<file path="src/hdl/s2l_pkg.sv">
`default_nettype none
// ----------------------------------------------------------------------------
// s2l_pkg: shared types, constants and table builders
// sRGB to CIE L*a*b* (D65): fixed-point formats, matrix coefficients and
// the elaboration-time builders for the linearizing and Lab f tables.
// ----------------------------------------------------------------------------
package s2l_pkg;

  localparam int FRAC_BITS_DEF = 8;

  localparam int LIN_W    = 17;   // Q16 linear value, 1.0 included
  localparam int COEF_W   = 20;   // Q20 matrix coefficient
  localparam int PROD_W   = LIN_W + COEF_W;
  localparam int SUM_W    = PROD_W + 2;
  localparam int RATIO_W  = 21;   // Q20 ratio after clamp
  localparam int K_W      = 11;
  localparam int Q_W      = 10;
  localparam int F_W      = 21;   // Q20 f value
  localparam int LIN_SIZE = 256;
  localparam int F_SIZE   = 1026;

  localparam logic [RATIO_W-1:0] RATIO_MAX = 21'd1049599;

  localparam logic [63:0] LIN_DIV  = 64'd269025;
  localparam logic [63:0] LOW_DIV  = 64'd329460;
  localparam logic [63:0] F_DIV    = 64'd3132;
  localparam logic [63:0] X_DIV    = 64'd95047;
  localparam logic [63:0] Y_DIV    = 64'd10000;
  localparam logic [63:0] Z_DIV    = 64'd108883;

  typedef struct packed {
    logic [K_W-1:0] k;
    logic [Q_W-1:0] q;
  } f_idx_t;

  typedef logic [LIN_W-1:0] lin_tab_t [LIN_SIZE];
  typedef logic [F_W-1:0]   f_tab_t   [F_SIZE];

  function automatic logic [63:0] mat_num(input int row, input int col);
    logic [63:0] n;
    n = 64'd0;
    case (row * 3 + col)
      0: n = 64'd4124;
      1: n = 64'd3576;
      2: n = 64'd1805;
      3: n = 64'd2126;
      4: n = 64'd7152;
      5: n = 64'd722;
      6: n = 64'd193;
      7: n = 64'd1192;
      8: n = 64'd9505;
      default: n = 64'd0;
    endcase
    return n;
  endfunction

  // XYZ matrix with the D65 white point folded in, Q20, rounded
  function automatic logic [COEF_W-1:0] coef_q20(input int row, input int col);
    logic [63:0] c;
    logic [63:0] r;
    c = mat_num(row, col);
    case (row)
      0:       r = (c * 64'd10 * 64'd1048576 + X_DIV / 64'd2) / X_DIV;
      1:       r = (c * 64'd1048576 + Y_DIV / 64'd2) / Y_DIV;
      default: r = (c * 64'd10 * 64'd1048576 + Z_DIV / 64'd2) / Z_DIV;
    endcase
    return r[COEF_W-1:0];
  endfunction

  function automatic logic [63:0] pow5_q30(input logic [63:0] r);
    logic [63:0] p;
    p = (r * r) >> 30;
    p = (p * r) >> 30;
    p = (p * r) >> 30;
    return (p * r) >> 30;
  endfunction

  function automatic lin_tab_t build_lin_tab();
    lin_tab_t    tab;
    logic [63:0] t;
    logic [63:0] u;
    logic [63:0] lo;
    logic [63:0] hi;
    logic [63:0] mid;
    logic [63:0] r;
    for (int v = 0; v < LIN_SIZE; v++) begin
      if (v <= 10) begin
        r = (64'(v) * 64'd6553600 + LOW_DIV / 64'd2) / LOW_DIV;
      end else begin
        t  = ((64'(v) * 64'd1000 + 64'd14025) << 30) / LIN_DIV;
        u  = (t * t) >> 30;
        lo = 64'd0;
        hi = 64'd1 << 30;
        while (lo < hi) begin
          mid = (lo + hi + 64'd1) >> 1;
          if (pow5_q30(mid) <= u) lo = mid;
          else hi = mid - 64'd1;
        end
        r = (((u * lo) >> 30) + 64'd8192) >> 14;
      end
      tab[v] = r[LIN_W-1:0];
    end
    return tab;
  endfunction

  // one Lab f entry at x = k/1024: linear segment, else integer cube root
  function automatic logic [F_W-1:0] f_entry(input int k);
    logic [63:0] n;
    logic [63:0] lo;
    logic [63:0] hi;
    logic [63:0] mid;
    logic [63:0] r;
    if (k <= 9) begin
      r = (64'd24389 * 64'(k) * 64'd1024 + (64'd432 << 20) + F_DIV / 64'd2) / F_DIV;
    end else begin
      n  = 64'(k) << 50;
      lo = 64'd0;
      hi = (64'd1 << 21) - 64'd1;
      while (lo < hi) begin
        mid = (lo + hi + 64'd1) >> 1;
        if (mid * mid * mid <= n) lo = mid;
        else hi = mid - 64'd1;
      end
      r = lo;
    end
    return r[F_W-1:0];
  endfunction

  function automatic f_tab_t build_f_tab();
    f_tab_t tab;
    for (int k = 0; k < F_SIZE; k += 2) begin
      tab[k]     = f_entry(k);
      tab[k + 1] = f_entry(k + 1);
    end
    return tab;
  endfunction

endpackage
`default_nettype wire

</file>
<file path="src/hdl/s2l_lab_out.sv">
`default_nettype none
// ----------------------------------------------------------------------------
// s2l_lab_out: L*, a*, b* from f values
// Two stages: scaled differences in Q20, then rounding to the output
// fraction width and saturation into the output register.
// ----------------------------------------------------------------------------
module s2l_lab_out #(
  parameter int FRAC_BITS = s2l_pkg::FRAC_BITS_DEF
) (
  input  wire logic                          clk,
  input  wire logic                          rst_n,
  input  wire logic                          in_valid,
  output logic                               in_ready,
  input  wire logic [2:0][s2l_pkg::F_W-1:0]  in_f,
  output logic                               out_valid,
  input  wire logic                          out_ready,
  output logic        [14:0]                 out_lightness,
  output logic signed [15:0]                 out_green_red,
  output logic signed [15:0]                 out_blue_yellow
);

  localparam int P_W    = 33;
  localparam int SH     = 20 - FRAC_BITS;
  localparam int LMAX_I = ((100 << FRAC_BITS) > 32767) ? 32767 : (100 << FRAC_BITS);

  localparam logic signed [P_W-1:0] C116   = 116;
  localparam logic signed [P_W-1:0] C500   = 500;
  localparam logic signed [P_W-1:0] C200   = 200;
  localparam logic signed [P_W-1:0] OFS16  = 16 << 20;
  localparam logic signed [P_W-1:0] HALF   = P_W'(1) << (SH - 1);
  localparam logic signed [P_W-1:0] LMAX   = LMAX_I;
  localparam logic signed [P_W-1:0] CH_MIN = -32768;
  localparam logic signed [P_W-1:0] CH_MAX = 32767;

  logic vf_r, vg_r;
  logic rdy_f, rdy_g;

  logic signed [P_W-1:0] fx, fy, fz;
  logic signed [P_W-1:0] l_pre_r, a_pre_r, b_pre_r;
  logic signed [P_W-1:0] lr, ar, br;

  logic        [14:0] l_r, l_nxt;
  logic signed [15:0] a_r, a_nxt, b_r, b_nxt;

  assign rdy_g    = !vg_r || out_ready;
  assign rdy_f    = !vf_r || rdy_g;
  assign in_ready = rdy_f;

  always_ff @(posedge clk) begin
    if (!rst_n) begin
      vf_r <= 1'b0;
      vg_r <= 1'b0;
    end else begin
      if (rdy_f) vf_r <= in_valid;
      if (rdy_g) vg_r <= vf_r;
    end
  end

  assign fx = signed'(P_W'(in_f[0]));
  assign fy = signed'(P_W'(in_f[1]));
  assign fz = signed'(P_W'(in_f[2]));

  always_ff @(posedge clk) begin
    if (rdy_f) begin
      l_pre_r <= fy * C116 - OFS16;
      a_pre_r <= (fx - fy) * C500;
      b_pre_r <= (fy - fz) * C200;
    end
  end

  // round to nearest, ties up: add half then floor
  assign lr = (l_pre_r + HALF) >>> SH;
  assign ar = (a_pre_r + HALF) >>> SH;
  assign br = (b_pre_r + HALF) >>> SH;

  always_comb begin
    if (lr < 0) l_nxt = '0;
    else if (lr > LMAX) l_nxt = LMAX[14:0];
    else l_nxt = lr[14:0];

    if (ar < CH_MIN) a_nxt = CH_MIN[15:0];
    else if (ar > CH_MAX) a_nxt = CH_MAX[15:0];
    else a_nxt = ar[15:0];

    if (br < CH_MIN) b_nxt = CH_MIN[15:0];
    else if (br > CH_MAX) b_nxt = CH_MAX[15:0];
    else b_nxt = br[15:0];
  end

  always_ff @(posedge clk) begin
    if (rdy_g) begin
      l_r <= l_nxt;
      a_r <= a_nxt;
      b_r <= b_nxt;
    end
  end

  assign out_valid       = vg_r;
  assign out_lightness   = l_r;
  assign out_green_red   = a_r;
  assign out_blue_yellow = b_r;

endmodule
`default_nettype wire

</file>
<file path="config.mk">
export PLATFORM = sky130hd
export DESIGN_NAME = s2l_lab_out
export DESIGN_NICKNAME = d
export VERILOG_FILES = /design/src/hdl/s2l_pkg.sv /design/src/hdl/s2l_lab_out.sv
export SDC_FILE = /design/constraint.sdc
export NUM_CORES = 1
export LEC_CHECK = 0
export BUFFER_PORTS_ARGS = -buffer_cell sky130_fd_sc_hd__buf_2
export CAP_MARGIN = 10
export CORE_UTILIZATION = 45
export CTS_CLUSTER_SIZE = 40
export DETAILED_ROUTE_END_ITERATION = 10
export GPL_ROUTABILITY_DRIVEN = 0
export REMOVE_ABC_BUFFERS = 1
export SETUP_SLACK_MARGIN = 0.02
export SLEW_MARGIN = 20
export SYNTH_ARGS = -nofsm -noshare
export SYNTH_HDL_FRONTEND = slang
export SYNTH_SLANG_ARGS = --single-unit
</file>
<file path="constraint.sdc">
create_clock -name clk -period 18.35 [get_ports clk]
set_input_delay 1.835 -clock clk [delete_from_list [all_inputs] [get_ports clk]]
set_output_delay 1.835 -clock clk [all_outputs]
set_load 0.005 [all_outputs]
</file>
==> metrics.csv <==
stage,metric,value,unit
status,status,"complete, no violations",
sta,RSZ-0062 raised after global routing,false,
synth,most frequent cell after synthesis,inv_1,
die,core region area,32540,um2
die,IO Count,116,
run,Max-Cap Viols,0,
die,die width,183.7,um
clock_tree,CTS H-tree depth,3,
sta,slew at the pin closest to its max-slew limit,1005,ps
synth,Synth area leaders,"edfxtp_1, ha_1, fa_1",
detailed_routing,overall routed net length,29470,um
synth,Post-synth top cells,"inv_1, ha_1, fa_1",
sta,"Hold Vio Cnt, Final",0,
sta,Fmax achieved,0.1137,GHz
sta,Max Clock Skew,7.647,ps
worst_setup_path,Worst path top cell family by delay,compound AO/OA/AOI/OAI gates,
grt,largest net degree at the start of global routing,61,
worst_setup_path,cell mode on critical path,inv_1,
clock_tree,"Hold-fix buffers, CTS",0,
grt,first-pass GRT wire length,49410,um
synth,Synth area leader,edfxtp_1,
worst_setup_path,worst r2r src,b_pre_r[11],
synth,Synth cell types,80,
layout,Non-Filler Instances,2148,
grt,number of global-route vias before repair,10200,
detailed_routing,First-pass DRT Iterations,6,
die,Die Y,183.7,um
detailed_routing,Post-DRT Antenna Nets,0,
synth,post-synth top area share,0.2144,
worst_setup_path,"Slowest-stage cell, CP",xnor2_1,
clock_tree,Inserted Clock Buffers,9,
clock_tree,CTS max path bufs,2,
detailed_routing,initial DRC count,568,
grt,Tot GR Track Use,0.1797,
synth,YS warnings,0,
die,Die ar.,33730,um2
worst_setup_path,Crit. End Element,register,
sta,setup_tns,0,ps
synth,Post-synth EDFFs,106,
worst_setup_path,Worst Setup SP,in_f[22],
synth,Post-synth top flop,edfxtp_1,
clock_tree,clock root cell,clkbuf_16,
grt,gr ovfl total,0,
synth,register area share after synthesis,0.2171,
place,dpl ws,9150,ps
sta,Slew HR,0.3289,
worst_setup_path,peak fanout along the critical path,9,
layout,layout cell share with drive strength beyond 1,0.09912,
worst_setup_path,WS Path Type,in -> reg,
clock_tree,Worst-Skew Late Latency,340,ps
synth,asr flop ratio synth,0,
detailed_routing,Vias per Instance,4.985,
worst_setup_path,critical path required time,18440,ps
sta,min cycle time layout,8793,ps
worst_setup_path,CP startpoint kind,primary input,
place,DP Cell Count,2132,
place,PortBufs,115,
grt,initial antenna violation count,1,
worst_hold_path,hold crit path type,reg -> reg,
detailed_routing,drt drc,0,
clock_tree,TritonCTS clock tree,built,
clock_tree,post-CTS resize count,0,
synth,Synth Cell Area,14850,um2
sta,Final Cycle Share,0.4792,
layout,Final #Nets,2113,
die,Cell Rows,66,
sta,setup violators final,0,
synth,Mapped Cells,1583,
worst_setup_path,Bufs and invs on worst path,5,
layout,Area Growth Syn to Fin,9.277,%
clock_tree,Post-CTS Setup Bufs,0,
clock_tree,"Reg clk slew, reported paths",70,ps
worst_setup_path,Critical Path Max Stage Delay,710,ps
synth,syn avg cell area,9.380,um2
synth,Synth Register Bits,108,
worst_setup_path,arrival time of the worst setup path,8890,ps
clock_tree,clk sinks,108,
place,post-detail-place hpwl,25770,um
die,initial core utilization,0.4564,
detailed_routing,WL per Instance,13.72,um
detailed_routing,vias,10710,
sta,max-slew violation count,0,
worst_hold_path,worst hold start,vf_r,
sta,Final WS setup,9557,ps
[placed cells by master, fill, tap and decap left out, types with 59 or more instances in the layout]
master,Yosys,layout
edfxtp_1,106,106
inv_1,354,353
buf_2,2,115
a21oi_1,82,82
nand2_1,60,59
xnor2_1,83,83
fa_1,127,127
nor2_1,101,101
ha_1,218,218
xor2_1,65,65
[logic make-up (layout without fill, tap and decap cells)]
group | after synthesis | in the layout | synth area share
other cells | 1 | 2 | 0.0002525
simple gates | 326 | 326 | 0.1071
buf+inv | 365 | 487 | 0.09243
mux | 7 | 7 | 0.005224
fa+ha+maj | 353 | 353 | 0.3604
xor+xnor | 155 | 155 | 0.09547
compound gates | 268 | 268 | 0.1221
flops | 108 | 108 | 0.2171
[per-stage QoR]
step / hold slack (ps) / utilization / instance area [um2]
after floorplan: 462.7 / - / 14810
after global placement: 491.8 / 0.4905 / 15960
after detailed placement: 503.0 / 0.4905 / 15960
after CTS: 512.4 / 0.4987 / 16220
after global routing: 547.0 / 0.4987 / 16220
final: 508.6 / 0.4987 / 16230
[worst paths after layout]
path | end | slack (ps) | cells past startpoint
max | a_pre_r[31] | 9560 | 29
min | out_valid | 510 | 1
max reg2reg | out_blue_yellow[12] | 14930 | 10
min reg2reg | out_valid | 510 | 1
[metal layers]
metal,track usage,vias up,part of all wire
met5,0,-,0
li1,-,5521,-
met3,0.01684,14,0.036
met4,0.02833,0,0.0087
met1,0.2706,5000,0.52
met2,0.2829,173,0.43
[worst reg2reg max path, cell delays in order, from the launching register on]
cell      delay [ps]
edfxtp_1         360
ha_1             210
nand2_1           60
or2_2            320
nor3_1           530
and3_1           320
nand3_1          100
o211ai_1         100
o31ai_1          100
a21boi_1         820
o21ai_0          210
[state kept, by name (all words and copies together), names as in the netlist]
register / count
out_blue_yellow: 16
a_pre_r: 21
l_pre_r: 18
out_green_red: 16
out_lightness: 15
vf_r: 1
out_valid: 1
b_pre_r: 20
[final cells by class]
type                            count  area, um2
Multi-Input combinational cell   1110      10260
Tap cell                          442      553.0
Clock buffer                        9      225.2
Timing Repair Buffer              118      598.1
Inverter                          354       1329
Sequential cell                   108       3223
Antenna cell                        1      2.502
Fill cell                        3175      16310
Clock inverter                      6      40.04
Power is not shown: default switching activity piles up to over one toggle a cycle in this logic, so the estimate is an artifact.
